<file path="src/hdl/mtbl_pkg.sv">
// ----------------------------------------------------------------------------
// mtbl_pkg
// Shared constants, types and helpers of the bilinear map lookup.
// ----------------------------------------------------------------------------
`timescale 1ns / 1ps
`default_nettype none

package mtbl_pkg;

    localparam int MAX_COLUMNS = 16;
    localparam int MAX_ROWS    = 16;

    // axis storage is sized for the larger of the two axes
    localparam int AX_N    = (MAX_COLUMNS > MAX_ROWS) ? MAX_COLUMNS : MAX_ROWS;
    localparam int AX_IW   = $clog2(AX_N);
    localparam int CELL_N  = MAX_COLUMNS * MAX_ROWS;
    localparam int CELL_AW = $clog2(CELL_N);

    localparam int VAL_W = 16;
    localparam int DEN_W = 2 * VAL_W;
    localparam int NUM_W = 3 * VAL_W;
    localparam int FRAC_W = 8;
    localparam int Q_W   = VAL_W + FRAC_W;

    // transaction modes
    localparam logic [1:0] MODE_COL_BIN = 2'd0;
    localparam logic [1:0] MODE_ROW_BIN = 2'd1;
    localparam logic [1:0] MODE_CELL    = 2'd2;
    localparam logic [1:0] MODE_LOOKUP  = 2'd3;

    // register indexes (paddr bit 2)
    localparam logic REG_COLUMNS_USED = 1'b0;
    localparam logic REG_ROWS_USED    = 1'b1;

    localparam logic [4:0] COUNT_RESET = 5'd16;

    typedef logic [AX_IW-1:0]   t_ax_idx;
    typedef logic [CELL_AW-1:0] t_cell_addr;
    typedef logic [VAL_W-1:0]   t_val;

    typedef struct packed {
        logic    wr;
        t_ax_idx widx;
        t_val    wval;
        t_val    point;
        t_ax_idx last;
    } t_axis_req;

    typedef struct packed {
        t_ax_idx idx;
        t_val    width;
        t_val    offset;
    } t_axis_res;

    typedef struct packed {
        t_val wx;
        t_val dx;
        t_val wy;
        t_val dy;
    } t_blend_wt;

    // index of the last bin in use, with the count held to 2..maxn
    function automatic t_ax_idx last_index(input logic [4:0] cfg, input int maxn);
        int n;
        n = int'(cfg);
        if (n < 2) begin
            n = 2;
        end
        if (n > maxn) begin
            n = maxn;
        end
        return t_ax_idx'(n - 1);
    endfunction

endpackage

`default_nettype wire

</file>
<file path="src/hdl/mtbl_div.sv">
// ----------------------------------------------------------------------------
// mtbl_div
// Pipelined restoring divider, one quotient bit per stage.
// ----------------------------------------------------------------------------
`timescale 1ns / 1ps
`default_nettype none

module mtbl_div (
    input  wire                        i_clk,
    input  wire                        i_rst_n,
    input  wire                        i_en,
    input  wire                        i_valid,
    input  wire  [mtbl_pkg::NUM_W-1:0] i_num,
    input  wire  [mtbl_pkg::DEN_W-1:0] i_den,
    output logic                       o_valid,
    output logic [mtbl_pkg::Q_W-1:0]   o_quot
);
    import mtbl_pkg::*;

    // dividend is num scaled by 2^FRAC_W; the quotient fits Q_W bits, so the
    // top DEN_W dividend bits start below the divisor
    localparam int LOW_W = NUM_W + FRAC_W - DEN_W;

    logic             r_v   [Q_W];
    logic [DEN_W-1:0] r_rem [Q_W];
    logic [DEN_W-1:0] r_den [Q_W];
    logic [LOW_W-1:0] r_low [Q_W];
    logic [Q_W-1:0]   r_q   [Q_W];

    genvar g;
    generate
        for (g = 0; g < Q_W; g++) begin : g_stage
            logic             v_in;
            logic [DEN_W-1:0] rem_in;
            logic [DEN_W-1:0] den_in;
            logic [LOW_W-1:0] low_in;
            logic [Q_W-1:0]   q_in;
            logic [DEN_W:0]   trial;
            logic             ge;

            if (g == 0) begin : g_first
                assign v_in   = i_valid;
                assign rem_in = i_num[NUM_W-1 -: DEN_W];
                assign den_in = i_den;
                assign low_in = {i_num[NUM_W-DEN_W-1:0], {FRAC_W{1'b0}}};
                assign q_in   = '0;
            end else begin : g_next
                assign v_in   = r_v[g-1];
                assign rem_in = r_rem[g-1];
                assign den_in = r_den[g-1];
                assign low_in = r_low[g-1];
                assign q_in   = r_q[g-1];
            end

            assign trial = {rem_in, low_in[LOW_W-1]};
            assign ge    = (trial >= {1'b0, den_in});

            always_ff @(posedge i_clk) begin
                if (!i_rst_n) begin
                    r_v[g] <= 1'b0;
                end else if (i_en) begin
                    r_v[g] <= v_in;
                end
            end

            always_ff @(posedge i_clk) begin
                if (i_en) begin
                    r_rem[g] <= ge ? DEN_W'(trial - {1'b0, den_in}) : trial[DEN_W-1:0];
                    r_den[g] <= den_in;
                    r_low[g] <= {low_in[LOW_W-2:0], 1'b0};
                    r_q[g]   <= {q_in[Q_W-2:0], ge};
                end
            end
        end
    endgenerate

    assign o_valid = r_v[Q_W-1];
    assign o_quot  = r_q[Q_W-1];

endmodule

`default_nettype wire

</file>
<file path="config.mk">
export PLATFORM = sky130hd
export DESIGN_NAME = mtbl_div
export DESIGN_NICKNAME = d
export VERILOG_FILES = /design/src/hdl/mtbl_pkg.sv /design/src/hdl/mtbl_div.sv
export SDC_FILE = /design/constraint.sdc
export NUM_CORES = 2
export LEC_CHECK = 0
export BUFFER_PORTS_ARGS = -buffer_cell sky130_fd_sc_hd__buf_2
export CAP_MARGIN = 5
export CORE_MARGIN = 4
export CORE_UTILIZATION = 58
export DETAILED_ROUTE_END_ITERATION = 12
export GPL_TIMING_DRIVEN = 0
export PLACE_DENSITY = 0.76
export SLEW_MARGIN = 20
export SYNTH_ARGS = -nofsm -noshare
export SYNTH_HDL_FRONTEND = slang
export SYNTH_SLANG_ARGS = --single-unit
</file>
<file path="constraint.sdc">
create_clock -name i_clk -period 3.4 [get_ports i_clk]
set_input_delay 0.34 -clock i_clk [delete_from_list [all_inputs] [get_ports i_clk]]
set_output_delay 0.34 -clock i_clk [all_outputs]
set_load 0.01 [all_outputs]
</file>
==> results.cfg <==
[outcome]
status = finished, violations left
violations = setup timing

[sta]
finalCritPeriodShare_pct = 110.9
finalHoldViolations = 0
skew_ns = 0.03600
rsz0062_at_grt = true
max_slew.worst_pin.slew_ns = 0.8384
fin_ws_ns = -0.3713
fmaxAchievable_mhz = 265.2
finalSetupViolCount = 164
relSlewSlack_pct = 44.11
slew_violations = 0
setup_tns_ns = -31.40
fin_crit_ns = 3.771

[synthesis]
synth_ff_type = edfxtp_1
synth-edff-count = 1915
syn-cell-area_mm2 = 0.1062
synth_top_area_cell = edfxtp_1
synth_nets = 10210
yosysMostFrequentCell = edfxtp_1
avgSynthCellArea_um2 = 11.37
async_reset_ff_share_pct = 0
synth_cell_types = 105
synth_common_cells = edfxtp_1, inv_1, a21oi_1
ys_seq_elements = 1916
synth_area_leaders = edfxtp_1, ha_1, a21oi_1
ys_seq_area_share_pct = 54.19
netlist_instances = 9336
yosysTopAreaCellShare_pct = 54.17
ys.warnings.count = 0

[global_routing]
antenna_found_initial = 4
first_global_vias = 72370
grt_max_degree = 162
grt_pass1_wl_mm = 407.8
grt_overflow = 0
groute.usage.overall_pct = 27.26

[die]
num_rows = 156
dieArea_mm2 = 0.1900
pin_count = 109
fp.dieW_um = 435.8
die_y_um = 435.8
core-area_mm2 = 0.1813
initial_core_util_pct = 58.55

[critical_path]
slowest_stage = edfxtp_1
cp_slowest_stage_delay_ns = 0.47
cp.arrival_ns = 4.37
endpoint_kind = flop
critPathLaunchType = flop
crit_top_cell = o31a_1
crit_chain = ha_4 > nor2b_4 > o31a_1 > o31a_1 > o41a_1 > a2111oi_4 > nor2_2 > a211o_1 > a31oi_1 > o21a_1 > buf_6 > buf_12 > mux2_4
critPathMaxFanout = 8
critPathKind = reg2reg
cp.required_ns = 4.00

[routing]
vias = 75540
drt_pre_antenna_iters = 8
wire_per_inst_um = 21.38
drt-total-wl_mm = 271.0
drtIter0Drc = 7037
via_per_inst = 5.959
final_antenna_net_count = 0
post-route-drc-count = 0

[cts]
cts_buffers = 196
cts_max_path_buffers = 3
cts_num_sinks = 1916
cts_root_buf = clkbuf_16
cts_tree = built
path_clk_slew_ns = 0.06
worstSkewPairLatency_ns = 0.85
h-tree-depth = 4

[pwr]
power_density_mw_per_mm2 = 1023
ir_drop_uv = 624.0
leakage_nw = 51.97

[place]
place_hpwl_mm = 195.2
place_congestion = 0.9564
io_buffers = 108
post_dp_cell_area_mm2 = 0.1101

[finish]
multi_input_area_mm2 = 0.04849
fill_cells = 12760
layout.nets = 11020
drive_gt1_share_pct = 18.58
syn2layout_area_growth_pct = 19.13
design_area_mm2 = 0.1265
seq_area_mm2 = 0.05753

[job]
drv_cap = 0

[hold_path]
min_path_type = in2reg
-- logic make-up (layout without fill, tap and decap cells) --
family	Yosys count	after routing	synth area share, %
AOI/OAI and AO/OA	2488	2488	14.61
other	0	2	0
buffers and inverters	1176	2144	4.319
xor gates and xnor gates	631	631	5.206
and+or+nand+nor	2041	2041	9.022
adders and majority gates	790	790	9.473
muxes	294	294	3.189
DFF	1916	1916	54.19
-- per-layer routing --
metal,track usage [%],part of all wire (%),up-vias
li1,-,-,35800
met4,13.30,5.4,0
met1,36.74,42,36270
met3,3.934,6.6,672
met2,43.64,46,2796
met5,0,0,-
-- worst paths after layout --
| kind | startpoint | endpoint | slack [ns] | cells after the start |
|---|---|---|---|---|
| worst max-delay path | r_rem[0][160] | r_rem[0][197] | -0.37 | 13 |
| worst min register to register | r_q[1][123] | r_q[1][148] | 0.41 | 0 |
| worst min-delay path | i_en | r_low[0][34] | 0.01 | 1 |
| worst max register to register | r_rem[0][160] | r_rem[0][197] | -0.37 | 13 |
-- through the flow --
| step | power (mW) | worst slack, ns | hold slack (ns) | instances | util (%) |
|---|---|---|---|---|---|
| after global routing | 136.8 | -0.4544 | 0.02957 | 12670 | 69.75 |
| after CTS | 123.0 | -0.3847 | 0.005317 | 12490 | 67.63 |
| after floorplan | 77.62 | 0.01508 | 0.4003 | 9336 | - |
| after global placement | 93.20 | -27.61 | 0.4002 | 11810 | 60.48 |
| after detailed placement | 92.88 | -1.371 | 0.4045 | 11830 | 60.70 |
| final | 129.4 | -0.3713 | 0.01382 | 12680 | 69.75 |
-- critical path, delay by kind of cell (launching register included) --
family,cells,cell delay (ns)
AO/OA/AOI/OAI,7,1.93
buffers and inverters,2,0.32
adder cells (fa/ha/maj),1,0.28
flip-flops,1,0.47
multiplexers,1,0.31
AND/OR/NAND/NOR,2,0.23
-- layout by cell type (no fill, tap or decap), drive strengths merged, types with 46 or more instances in the layout --
master	Yosys	routed
clkinv	1	73
buf	69	626
nand2b	94	94
nor2b	121	121
and3	69	69
o21ai	583	583
nor2	570	570
xor2	245	245
nand4	120	120
nand2	657	657
a21o	381	381
nand3	137	137
clkbuf	160	360
ha	767	767
a211oi	69	69
o21a	119	119
inv	946	955
edfxtp	1915	1915
o31ai	46	46
nor3	94	94
xnor2	386	386
a31oi	73	73
mux2	273	273
a21oi	855	855
dlygate4sd3	0	81
o21bai	78	78
-- sequential cells by signal (all words and copies together), names as in the netlist --
register and cells:
r_den 736, r_low 120, r_q 300, r_rem 736
r_v 24
-- area by class of cell --
cell class | instances | area share, %
Timing Repair Buffer | 641 | 4.609
Antenna cell | 2 | 0.003957
Clock inverter | 130 | 1.134
Sequential cell | 1916 | 45.48
Buffer | 197 | 1.223
Tap cell | 2370 | 2.345
Inverter | 947 | 2.823
Clock buffer | 229 | 4.043
Multi-Input combinational cell | 6244 | 38.34
-- power breakdown --
part / switching, mW / total, mW / leakage, nW / internal (mW)
clock network: 9.08 / 21.9 / 3.16 / 12.8
registers: 4.46 / 39.6 / 18.8 / 35.1
logic: 36.7 / 67.9 / 30.1 / 31.2
-- timing repair --
item                       in CTS  in global routing
buffers inserted              234                204
setup endpoints to repair     746                709
pin swaps                     162                266
cloned                         14                  9
gates resized for setup       815                592
hold buffers                   81                  0
hold endpoints to repair       84                  0
Power figures use the tool's default switching activity.
