## src/hdl/mtbl_ram.sv

```systemverilog
// ----------------------------------------------------------------------------
// mtbl_ram
// Generic single write, single read RAM with registered read-first output.
// ----------------------------------------------------------------------------
`timescale 1ns / 1ps
`default_nettype none

module mtbl_ram #(
    parameter int WIDTH = 16,
    parameter int DEPTH = 16
) (
    input  wire                      i_clk,
    input  wire                      i_we,
    input  wire  [$clog2(DEPTH)-1:0] i_waddr,
    input  wire  [WIDTH-1:0]         i_wdata,
    input  wire                      i_re,
    input  wire  [$clog2(DEPTH)-1:0] i_raddr,
    output logic [WIDTH-1:0]         o_rdata
);

    logic [WIDTH-1:0] r_mem [DEPTH];
    logic [WIDTH-1:0] r_rdata;

    always_ff @(posedge i_clk) begin
        if (i_we) begin
            r_mem[i_waddr] <= i_wdata;
        end
        if (i_re) begin
            r_rdata <= r_mem[i_raddr];
        end
    end

    assign o_rdata = r_rdata;

endmodule

`default_nettype wire

```

## config.mk

```make
export PLATFORM = sky130hd
export DESIGN_NAME = mtbl_ram
export DESIGN_NICKNAME = d
export VERILOG_FILES = /design/src/hdl/mtbl_ram.sv
export SDC_FILE = /design/constraint.sdc
export NUM_CORES = 1
export LEC_CHECK = 0
export BUFFER_PORTS_ARGS = -buffer_cell sky130_fd_sc_hd__buf_4
export CORE_ASPECT_RATIO = 0.75
export CORE_UTILIZATION = 40
export CTS_BUF_LIST = sky130_fd_sc_hd__clkbuf_16
export CTS_CLUSTER_SIZE = 28
export DETAILED_ROUTE_END_ITERATION = 7
export PLACE_DENSITY_LB_ADDON = 0.2
export REMOVE_ABC_BUFFERS = 1
export SLEW_MARGIN = 0
export SYNTH_ARGS = -nofsm -noshare
export SYNTH_HDL_FRONTEND = slang
export SYNTH_SLANG_ARGS = --single-unit
```

## constraint.sdc

```tcl
create_clock -name i_clk -period 2.8 [get_ports i_clk]
set_input_delay 0.56 -clock i_clk [delete_from_list [all_inputs] [get_ports i_clk]]
set_output_delay 0.56 -clock i_clk [all_outputs]
set_load 0.005 [all_outputs]
```

==> results of run 1 <==
cell families after synthesis:
| kind of cell | count (synthesis) | synth area share (%) |
|---|---|---|
| flip-flops | 272 | 80.0 |
| AO/OA/AOI/OAI | 32 | 2.35 |
| buffers and inverters | 21 | 1.21 |
| AND/OR/NAND/NOR | 43 | 1.89 |
| multiplexers | 64 | 14.5 |
routing by layer:
| layer | share of wire (%) | global-route usage [%] | vias to the layer above |
|---|---|---|---|
| met5 | 0 | 0 | - |
| met3 | 5.1 | 2.86 | 33 |
| met4 | 1.9 | 3.83 | 0 |
| met2 | 48 | 27.9 | 138 |
| met1 | 45 | 25.0 | 2537 |
| li1 | - | - | 2026 |
through the flow:
step                setup WS [ps]  hold slack [ps]
CTS                          1110              323
finish                       1140              335
detailed placement            616              742
floorplan                     185              659
global placement              632              729
global route                 1090              331
layout make-up:
| cell class | count | area [µm²] | area share [%] |
|---|---|---|---|
| timing repair buffer | 75 | 638 | 5.28 |
| tap | 338 | 423 | 3.50 |
| clock inverter | 21 | 219 | 1.81 |
| sequential | 272 | 8170 | 67.6 |
| clock buffer | 27 | 676 | 5.59 |
| multi-input combinational | 139 | 1960 | 16.2 |
flip-flops by register name, indices dropped and copies added (netlist names):
signal	flops
o_rdata	16
r_mem	256
placed cells by master, fill, tap and decap left out, types with 2 or more instances in the layout:
| cell | count |
|---|---|
| inv_1 | 7 |
| buf_12 | 6 |
| nor2_2 | 12 |
| clkbuf_16 | 27 |
| nand3b_1 | 2 |
| mux4_2 | 54 |
| buf_4 | 69 |
| clkinv_1 | 4 |
| clkinv_2 | 4 |
| nand2_1 | 17 |
| nand2b_1 | 2 |
| nor2b_1 | 2 |
| edfxtp_1 | 272 |
| bufinv_16 | 5 |
| nor3_2 | 4 |
| mux4_1 | 10 |
| a22oi_1 | 32 |
power by group:
part	switching, mW	internal, mW	total, mW
clock	1.42	2.20	3.62
sequential	0.0244	4.59	4.61
combinational	0.237	0.198	0.435
total	1.68	6.98	8.66
final timing paths:
path                                                end  depth (start not counted)  slack [ps]
worst max-delay path                         o_rdata[9]                          1        1140
worst min-delay path            r_mem[15][12]$_DFFE_PP_                          1         340
worst max register to register    o_rdata[10]$_DFFE_PP_                          3        1330
worst min register to register    o_rdata[11]$_DFFE_PP_                          3         740
==> flow_summary.toml, run 1 <==
[logic_synthesis]
yosysTopAreaCell = "edfxtp_1"
synthDistinctLibCells = 18
synth_area_leaders = "edfxtp_1 (80%), mux4_2 (12%), mux4_1 (2.6%), a22oi_1 (2.4%), nand2_1 (0.63%)"
synth-edff-count = 272
synthCells = 432
synth_commonest_cells = "edfxtp_1 (272), mux4_2 (54), a22oi_1 (32)"
yosysMostFrequentCell = "edfxtp_1"
ys_ff_latch = 272
dominantRegCellSynth = "edfxtp_1"
synth_top_area_share_pct = 80.0
ys_warn_count = 0
seq_area_frac_synth_pct = 80.0
synthArstFlopShare_pct = 0
syn_area_um2 = 10200
syn_avg_cell_area_um2 = 23.6

[setup_path]
rr_startpoint = "r_mem[11][10]$_DFFE_PP_"
cp_slowest_cell = "edfxtp_1"
crit_buf_inv = 1
slowest_delay_ps = 410
worstSetupEndpointType = "output pin"
startpoint = "o_rdata[9]$_DFFE_PP_"
crit_family = "flip-flops"
worstSetupPathType = "register to output pin"
crit_required_ps = 2240
startpoint_type = "register"
arrival_ps = 1100
path_max_fanout = 1
worstPathCellList = "buf_4"

[clock_tree]
path_clk_slew_ps = 60
cts_buffer_depth = 3
tritoncts = "built"
clock_latency_ps = 520
clock-sinks = 272
postCtsResizedCells = 0
h-tree-depth = 1
clockRootBuffer = "clkbuf_16"
hold_buffers = 0
postCtsSetupRepairBufs = 0
cts_buffers = 27

[global_route]
antenna_found_initial = 0
grt_max_degree = 31
grt_pass1_wl_um = 32800
grt_overflow = 0
grt_util_all_layers_pct = 17.3
grt_pass1_vias = 4964

[sta]
hold_violations = 0
min_period_ps = 1660
rsz0062_at_grt = "false"
clock_skew_ps = 10.2
drv_slew = 0
finalSetupViolCount = 0
max_freq_ghz = 0.604
finalCritPeriodShare_pct = 59.2
maxSlewHeadroom_pct = 57.9
fin_setup_tns_ps = 0
tightest_slew_ps = 631

[die]
core_um2 = 25000
die_h_um = 140
die_area_um2 = 26200
initial_utilization_pct = 40.8
die_x_um = 186
ios = 43
rows = 50

[final_layout]
nFillCells = 2057
syn_to_final_growth_pct = 18.4
final_nets = 542
utilization_pct = 48.3
postLayoutCellArea_um2 = 12100
instances_no_fill = 872
diodes = 0
drive_gt1_share_pct = 34.3

[detailed_routing]
num_vias = 4734
first_iter_violations = 382
dr.pass1.iters = 4
wirelength_um = 21800
drc_errors = 0
vias_per_cell = 5.43
wire_per_inst_um = 25.0
ant_nets = 0

[placement]
dp.cells = 824
place.gp.congestion = 0.724
place_area_um2 = 11200
numPortBuffers = 42
dpl.hpwl_um = 12200

[status]
outcome = "completed"

[power]
ir_worst_vdd_mv = 0.586
p_per_area_nw_per_um2 = 717
p_leak_nw = 3.96
power.total_mw = 8.66

[run]
cap_violations = 0

[worst_hold_path]
hp-class = "input port to register"
min_from = "i_wdata[12]"
Power figures use the tool's default switching activity.
==> inputs of run 2 (changes only) <==
==> constraint.sdc (replaced) <==
create_clock -name i_clk -period 1.65 [get_ports i_clk]
set_input_delay 0.33 -clock i_clk [delete_from_list [all_inputs] [get_ports i_clk]]
set_output_delay 0.33 -clock i_clk [all_outputs]
set_load 0.005 [all_outputs]
==> run 2 against run 1 <==
Effect of this change:
- sequential cell count unchanged
- design area increased by 0.39%
- total power up 60%
- non-clock buffer count is 5 higher
- clock power rose by 45%
- die area unchanged
- critical path depth rose by 2
- clock skew up 7.5 ps
- via count up 0.70%
- global-route usage about the same
- critical path type is now register to register
- largest cell class unchanged
- largest power group unchanged
==> flow_summary.toml, run 2 (synthesis results as in run 1) <==
[sta]
min_period_ps = 1440
hold_violations = 0
finalSetupViolCount = 0
clock_skew_ps = 17.7
whs_ps = 102
tightest_slew_ps = 365
rsz0062_at_grt = "false"
finalCritPeriodShare_pct = 87.4
max_freq_ghz = 0.693
drv_slew = 0
maxSlewHeadroom_pct = 75.7

[clock_tree]
postCtsSetupRepairBufs = 0
path_clk_slew_ps = 60
clock-sinks = 272
clock_latency_ps = 530
cts_buffers = 26
cts_buffer_depth = 3
hold_buffers = 0
tritoncts = "built"
h-tree-depth = 1
clockRootBuffer = "clkbuf_16"
postCtsResizedCells = 0

[setup_path]
worstPathCellList = "mux4_2, a22oi_1, nand2_1"
cp_slowest_cell = "mux4_2"
worstSetupPathType = "register to register"
crit_buf_inv = 0
arrival_ps = 1700
crit_required_ps = 1910
path_max_fanout = 1
startpoint = "r_mem[3][9]$_DFFE_PP_"
worstSetupEndpointType = "register"
slowest_delay_ps = 480
crit_family = "multiplexers"
rr_startpoint = "r_mem[3][9]$_DFFE_PP_"
startpoint_type = "register"

[worst_hold_path]
hp-class = "input port to register"
min_from = "i_wdata[0]"

[final_layout]
final_common_cell = "edfxtp_1"
instances_no_fill = 873
diodes = 0
syn_to_final_growth_pct = 18.9
largest_reg_flops = 256
regMostFlops = "r_mem"
final_nets = 546
mostFrequentLayoutCells = "edfxtp_1 (272), buf_4 (61), mux4_2 (54)"
drive_gt1_share_pct = 33.6
utilization_pct = 48.5

[run]
cap_violations = 0

[detailed_routing]
vias_per_cell = 5.46
num_vias = 4767
first_iter_violations = 385
drc_errors = 0
wirelength_um = 22000
ant_nets = 0
dr.pass1.iters = 5
wire_per_inst_um = 25.2

[global_route]
grt_pass1_vias = 5038
grt_max_degree = 26
grt_overflow = 0
antenna_found_initial = 0
grt_pass1_wl_um = 32600
grt_util_all_layers_pct = 17.3

[placement]
numPortBuffers = 42
dp.cells = 829
place.gp.congestion = 0.756
dpl.hpwl_um = 12300

[status]
outcome = "completed"

[power]
ir_worst_vdd_mv = 0.751
p_per_area_nw_per_um2 = 1140
p_leak_nw = 3.95

[die]
ios = 43
rows = 50
die_area_um2 = 26200
core_um2 = 25000
initial_utilization_pct = 40.8
die_x_um = 186
die_h_um = 140
-- run 2: final timing paths --
kind | to | slack [ps] | cells after the start
max | o_rdata[9]$_DFFE_PP_ | 210 | 3
min | r_mem[6][0]$_DFFE_PP_ | 100 | 1
max reg2reg | o_rdata[9]$_DFFE_PP_ | 210 | 3
min reg2reg | o_rdata[6]$_DFFE_PP_ | 750 | 3
-- run 2: area by class of cell --
cell class	instances	area (µm²)
Clock buffer	27	676
Clock inverter	17	66.3
Fill cell	2048	12900
Multi-Input combinational cell	139	1960
Sequential cell	272	8170
Tap cell	338	423
Timing Repair Buffer	80	838
-- run 2: per-stage QoR --
step | setup WS [ps] | total power, mW | cell area [µm²] | setup TNS [ps]
after floorplan | -735 | 8.26 | 10100 | -44870
after global placement | -277 | 8.73 | 11400 | -6900
after detailed placement | -278 | 8.76 | 11400 | -7260
after CTS | 177 | 14.0 | 12100 | 0
after global routing | 145 | 14.3 | 12100 | 0
final | 208 | 13.8 | 12100 | 0
-- run 2: worst reg2reg max path, stage by stage, from the launching register on --
cell and delay, ps:
edfxtp_1 370, mux4_2 480, a22oi_1 250, nand2_1 90
-- run 2: per-layer routing --
| layer | vias up | share of wire [%] | track usage (%) |
|---|---|---|---|
| li1 | 2032 | - | - |
| met4 | 0 | 1.3 | 3.74 |
| met5 | - | 0 | 0 |
| met1 | 2566 | 46 | 24.9 |
| met2 | 148 | 48 | 27.9 |
| met3 | 21 | 5.1 | 2.96 |
-- run 2: report_power, final --
group          internal, mW  leakage [nW]  switching (mW)  total [mW]
clock                  2.91         0.398            2.34        5.25
sequential             7.78          2.47          0.0402        7.82
combinational         0.363          1.08           0.411       0.774
