## src/hdl/mtbl_pkg.sv

```systemverilog
// ----------------------------------------------------------------------------
// mtbl_pkg
// Shared constants, types and helpers of the bilinear map lookup.
// ----------------------------------------------------------------------------
`timescale 1ns / 1ps
`default_nettype none

package mtbl_pkg;

    localparam int MAX_COLUMNS = 16;
    localparam int MAX_ROWS    = 16;

    // axis storage is sized for the larger of the two axes
    localparam int AX_N    = (MAX_COLUMNS > MAX_ROWS) ? MAX_COLUMNS : MAX_ROWS;
    localparam int AX_IW   = $clog2(AX_N);
    localparam int CELL_N  = MAX_COLUMNS * MAX_ROWS;
    localparam int CELL_AW = $clog2(CELL_N);

    localparam int VAL_W = 16;
    localparam int DEN_W = 2 * VAL_W;
    localparam int NUM_W = 3 * VAL_W;
    localparam int FRAC_W = 8;
    localparam int Q_W   = VAL_W + FRAC_W;

    // transaction modes
    localparam logic [1:0] MODE_COL_BIN = 2'd0;
    localparam logic [1:0] MODE_ROW_BIN = 2'd1;
    localparam logic [1:0] MODE_CELL    = 2'd2;
    localparam logic [1:0] MODE_LOOKUP  = 2'd3;

    // register indexes (paddr bit 2)
    localparam logic REG_COLUMNS_USED = 1'b0;
    localparam logic REG_ROWS_USED    = 1'b1;

    localparam logic [4:0] COUNT_RESET = 5'd16;

    typedef logic [AX_IW-1:0]   t_ax_idx;
    typedef logic [CELL_AW-1:0] t_cell_addr;
    typedef logic [VAL_W-1:0]   t_val;

    typedef struct packed {
        logic    wr;
        t_ax_idx widx;
        t_val    wval;
        t_val    point;
        t_ax_idx last;
    } t_axis_req;

    typedef struct packed {
        t_ax_idx idx;
        t_val    width;
        t_val    offset;
    } t_axis_res;

    typedef struct packed {
        t_val wx;
        t_val dx;
        t_val wy;
        t_val dy;
    } t_blend_wt;

    // index of the last bin in use, with the count held to 2..maxn
    function automatic t_ax_idx last_index(input logic [4:0] cfg, input int maxn);
        int n;
        n = int'(cfg);
        if (n < 2) begin
            n = 2;
        end
        if (n > maxn) begin
            n = maxn;
        end
        return t_ax_idx'(n - 1);
    endfunction

endpackage

`default_nettype wire

```

## src/hdl/mtbl_ram.sv

```systemverilog
// ----------------------------------------------------------------------------
// mtbl_ram
// Generic single write, single read RAM with registered read-first output.
// ----------------------------------------------------------------------------
`timescale 1ns / 1ps
`default_nettype none

module mtbl_ram #(
    parameter int WIDTH = 16,
    parameter int DEPTH = 16
) (
    input  wire                      i_clk,
    input  wire                      i_we,
    input  wire  [$clog2(DEPTH)-1:0] i_waddr,
    input  wire  [WIDTH-1:0]         i_wdata,
    input  wire                      i_re,
    input  wire  [$clog2(DEPTH)-1:0] i_raddr,
    output logic [WIDTH-1:0]         o_rdata
);

    logic [WIDTH-1:0] r_mem [DEPTH];
    logic [WIDTH-1:0] r_rdata;

    always_ff @(posedge i_clk) begin
        if (i_we) begin
            r_mem[i_waddr] <= i_wdata;
        end
        if (i_re) begin
            r_rdata <= r_mem[i_raddr];
        end
    end

    assign o_rdata = r_rdata;

endmodule

`default_nettype wire

```

## src/hdl/mtbl_axis.sv

```systemverilog
// ----------------------------------------------------------------------------
// mtbl_axis
// One axis: bin storage, point clamp, bin search, bin width and offset.
// ----------------------------------------------------------------------------
`timescale 1ns / 1ps
`default_nettype none

module mtbl_axis (
    input  wire                      i_clk,
    input  wire                      i_en,
    input  wire mtbl_pkg::t_axis_req i_req,
    output mtbl_pkg::t_axis_res      o_res
);
    import mtbl_pkg::*;

    t_val      r_ax [AX_N];
    t_val      r_a_p;
    t_ax_idx   r_a_last;
    t_val      r_b_p;
    t_ax_idx   r_b_idx;
    t_axis_res r_c;

    t_val      n_a_p;
    t_ax_idx   n_idx;
    logic      found;
    t_val      lo_val;
    t_val      hi_val;
    t_axis_res n_c;

    // bins are written in the slot of the write transaction
    always_ff @(posedge i_clk) begin
        if (i_en && i_req.wr) begin
            r_ax[i_req.widx] <= i_req.wval;
        end
    end

    // clamp to the first and last bin in use
    always_comb begin
        n_a_p = i_req.point;
        if (n_a_p < r_ax[0]) begin
            n_a_p = r_ax[0];
        end
        if (n_a_p > r_ax[i_req.last]) begin
            n_a_p = r_ax[i_req.last];
        end
    end

    // first bin whose upper edge is at or above the point
    always_comb begin
        n_idx = t_ax_idx'(r_a_last - 1'b1);
        found = 1'b0;
        for (int i = 0; i < AX_N - 1; i++) begin
            if (!found && (t_ax_idx'(i) < r_a_last) && (r_a_p <= r_ax[i + 1])) begin
                n_idx = t_ax_idx'(i);
                found = 1'b1;
            end
        end
    end

    mtbl_ram #(.WIDTH(VAL_W), .DEPTH(AX_N)) u_lo_ram (
        .i_clk   (i_clk),
        .i_we    (i_en && i_req.wr),
        .i_waddr (i_req.widx),
        .i_wdata (i_req.wval),
        .i_re    (i_en),
        .i_raddr (n_idx),
        .o_rdata (lo_val)
    );

    mtbl_ram #(.WIDTH(VAL_W), .DEPTH(AX_N)) u_hi_ram (
        .i_clk   (i_clk),
        .i_we    (i_en && i_req.wr),
        .i_waddr (i_req.widx),
        .i_wdata (i_req.wval),
        .i_re    (i_en),
        .i_raddr (t_ax_idx'(n_idx + 1'b1)),
        .o_rdata (hi_val)
    );

    // bin width and offset, zero-width bin falls back to the lower value
    always_comb begin
        n_c.idx = r_b_idx;
        if (hi_val <= lo_val) begin
            n_c.width  = t_val'(1);
            n_c.offset = '0;
        end else begin
            n_c.width = hi_val - lo_val;
            if (r_b_p <= lo_val) begin
                n_c.offset = '0;
            end else if (r_b_p >= hi_val) begin
                n_c.offset = hi_val - lo_val;
            end else begin
                n_c.offset = r_b_p - lo_val;
            end
        end
    end

    always_ff @(posedge i_clk) begin
        if (i_en) begin
            r_a_p    <= n_a_p;
            r_a_last <= i_req.last;
            r_b_p    <= r_a_p;
            r_b_idx  <= n_idx;
            r_c      <= n_c;
        end
    end

    assign o_res = r_c;

endmodule

`default_nettype wire

```

## config.mk

```make
export PLATFORM = sky130hd
export DESIGN_NAME = mtbl_axis
export DESIGN_NICKNAME = d
export VERILOG_FILES = /design/src/hdl/mtbl_pkg.sv /design/src/hdl/mtbl_ram.sv /design/src/hdl/mtbl_axis.sv
export SDC_FILE = /design/constraint.sdc
export NUM_CORES = 1
export LEC_CHECK = 0
export ABC_AREA = 1
export BUFFER_PORTS_ARGS = -buffer_cell sky130_fd_sc_hd__clkbuf_2
export CAP_MARGIN = 10
export CORE_MARGIN = 4
export CORE_UTILIZATION = 35
export DETAILED_ROUTE_END_ITERATION = 8
export GPL_ROUTABILITY_DRIVEN = 0
export PLACE_DENSITY = 0.46
export SLEW_MARGIN = 10
export SYNTH_ARGS = -nofsm -noshare
export SYNTH_HDL_FRONTEND = slang
export SYNTH_SLANG_ARGS = --single-unit
```

## constraint.sdc

```tcl
create_clock -name i_clk -period 4.8 [get_ports i_clk]
set_clock_uncertainty 0.1 [all_clocks]
set_input_delay 0.72 -clock i_clk [delete_from_list [all_inputs] [get_ports i_clk]]
set_output_delay 0.72 -clock i_clk [all_outputs]
set_load 0.05 [all_outputs]
```

==> metrics.txt <==
min Tclk post-route 4690 ps; Final nets 4043; Core Footprint 80400 um2; antenna violations before repair 9; worst-skew pair later-pin latency 610 ps; chip width 293 um; area occupied by multi-input gates 15100 um2; Critical Path Fanout Max 13; first-pass GRT wire length 168000 um; maximum clock frequency 213 MHz; met2 routed WL 51700 um; Routed WL per cell 24.7 um; Mapped Area 28400 um2; Slew headroom 23.3%; clock transition at the registers of the reported paths 60 ps; num ports 79; layout cells sized above 1 10.3%; total gr overflow 0; register area share after synthesis 38.5%; FFs w/ async S/R, synth 0%; syn_nets 3929; crit path DAT 4930 ps; worst-margin pin slew 1150 ps; commonest non-fill, non-tap cell in the layout nand3_1; Pwr Density 436 nW/um2; hpwl dp 88000 um; Post-synth EDFFs 364; synth warn 0; final setup fails 0; std cell rows 104; Yosys reg bits 364; via count 26600; Setup crit end kind register; CP max stage cell edfxtp_1; CTS tree built; H-tree depth 2; 1st-iter DRT viols 3002; largest net degree at the start of global routing 139; ys flop type edfxtp_1; Area Growth Syn to Fin 15.0%; Final period util 97.7%; CTS Sinks 364; CP max stage delay 460 ps; Yosys cell types 52; Crit Path Class reg2reg; Post-Route WL 118000 um; Mapped Cells 3561; utilization after layout 40.6%; Max Cap Viol 0; Port Buffers 78; vias in the first global route 24400; clk root buf clkbuf_16; most frequent CP cell nand2_1; DP Cell Count 4669; Avg Cell Area, Syn 7.97 um2; Final Hold Fails 0; vias per cell 5.58; CTS Buffer Depth 3; commonest cells after routing, fill and taps aside nand3_1, nand2_1, inv_1, edfxtp_1, ha_1; Initial Utilization 35.3%; DIE HEIGHT 293 um; max layer used met5; clock buffer count from CTS 46; Worst setup SP type register; Sequential Area 10900 um2; fill count 8268; die area 85700 um2; DRT antenna net count 0; DR WL met3 11300 um; status complete, no violations; all-layer global routing usage 26.6%; drc violations 0; 1st-pass router iterations 6; VDD IR-drop max 0.000310 V; Final Max Slew Viols 0; Leak 14.7 nW; wl on met1 51300 um; worst hold path type reg2reg; CP required 5040 ps; Final Non-Filler Cells 4772
## routing by layer
metal | GRT usage (%) | up-vias
met5 | 0 | -
met3 | 6.47 | 171
li1 | - | 12700
met2 | 41.1 | 1215
met1 | 37.3 | 12600
met4 | 7.53 | 4
## sequential cells by signal (all words and copies together), names as in the netlist
signal,cells
r_a_p,16
r_a_last,4
r_b_idx,4
r_b_p,16
u_hi_ram.o_rdata,16
o_res,36
u_hi_ram.r_mem,176
u_lo_ram.o_rdata,16
u_lo_ram.r_mem,80
## worst max-delay path, delay by kind of cell, from the launching register on
family	cells	cell delay, ps
AOI/OAI and AO/OA	1	90
buffers and inverters	5	830
and+or+nand+nor	17	2220
DFF	1	460
adders and majority gates	2	700
## where the power goes
part / internal [mW] / switching (mW) / total (mW)
registers: 3.93 / 0.220 / 4.15
logic: 2.17 / 4.35 / 6.53
clock network: 2.06 / 1.48 / 3.54
total: 8.16 / 6.06 / 14.2
## Yosys cell counts (4+ instances only)
library cell / number / area (um2)
nand3_1: 744 / 3720
nand2_1: 660 / 2480
inv_1: 411 / 1540
edfxtp_1: 364 / 10900
ha_1: 323 / 4040
a21oi_1: 292 / 1460
o21ai_0: 209 / 1050
nor2_1: 129 / 484
buf_2: 68 / 340
clkbuf_1: 68 / 255
buf_1: 37 / 139
o221ai_1: 35 / 307
nand4_1: 30 / 188
nor3_1: 23 / 115
xor2_1: 17 / 149
a211oi_1: 16 / 120
buf_4: 10 / 75.1
o21bai_1: 10 / 75.1
a21o_1: 9 / 67.6
inv_2: 9 / 33.8
o21a_1: 9 / 67.6
o21ai_1: 8 / 40.0
xnor2_1: 7 / 61.3
a31oi_1: 6 / 37.5
buf_6: 6 / 67.6
nand2_2: 5 / 31.3
nor2_4: 5 / 56.3
o211ai_1: 5 / 37.5
nand2_4: 4 / 45.0
nor4_1: 4 / 25.0
## final timing paths
kind	startpoint	endpoint	slack (ps)	depth (start not counted)
max	r_a_p[8]$_DFFE_PP_	u_hi_ram.o_rdata[3]$_DFFE_PP_	110	25
min	r_b_idx[3]$_DFFE_PP_	o_res[35]$_DFFE_PP_	320	0
max reg2reg	r_a_p[8]$_DFFE_PP_	u_hi_ram.o_rdata[3]$_DFFE_PP_	110	25
min reg2reg	r_b_idx[3]$_DFFE_PP_	o_res[35]$_DFFE_PP_	320	0
## through the flow
stage / setup WS [ps] / hold slack (ps) / TNS [ps] / area, um2 / power, mW
2_1_floorplan: 625 / 300 / 0 / 28400 / 8.39
3_3_place_gp: -485 / 301 / -4500 / 30900 / 10.6
3_5_place_dp: -468 / 306 / -3440 / 30900 / 10.6
4_1_cts: 30.3 / 313 / 0 / 32400 / 14.1
5_1_grt: -29.8 / 326 / -29.8 / 32600 / 15.1
6_report: 111 / 318 / 0 / 32600 / 14.2
## cells by family (layout without fill, tap and decap cells)
group / count (synthesis) / count (layout) / share of synthesized area, %
AOI/OAI and AO/OA: 618 / 618 / 12.0
xor gates and xnor gates: 24 / 24 / 0.741
adders and majority gates: 325 / 325 / 14.4
buffers and inverters: 613 / 762 / 8.72
DFF: 364 / 364 / 38.5
other: 0 / 2 / 0
and+or+nand+nor: 1617 / 1617 / 25.6
## area by class of cell
class,instances,share of cell area (%)
Multi-Input combinational cell,2584,46.2
Sequential cell,364,33.5
Timing Repair Buffer,256,6.71
Inverter,423,4.90
Tap cell,1060,4.07
Clock buffer,54,3.69
Clock inverter,29,0.909
Antenna cell,2,0.0153
## what timing repair did
item / CTS / global route
gates resized for setup: 2 / 8
endpoints found under the setup margin: 2 / 32
cloned: 0 / 2
hold buffers: 0 / 0
buffers inserted: 0 / 16
pin swaps: 0 / 1
Note: power is estimated with default switching activity, not from simulation.
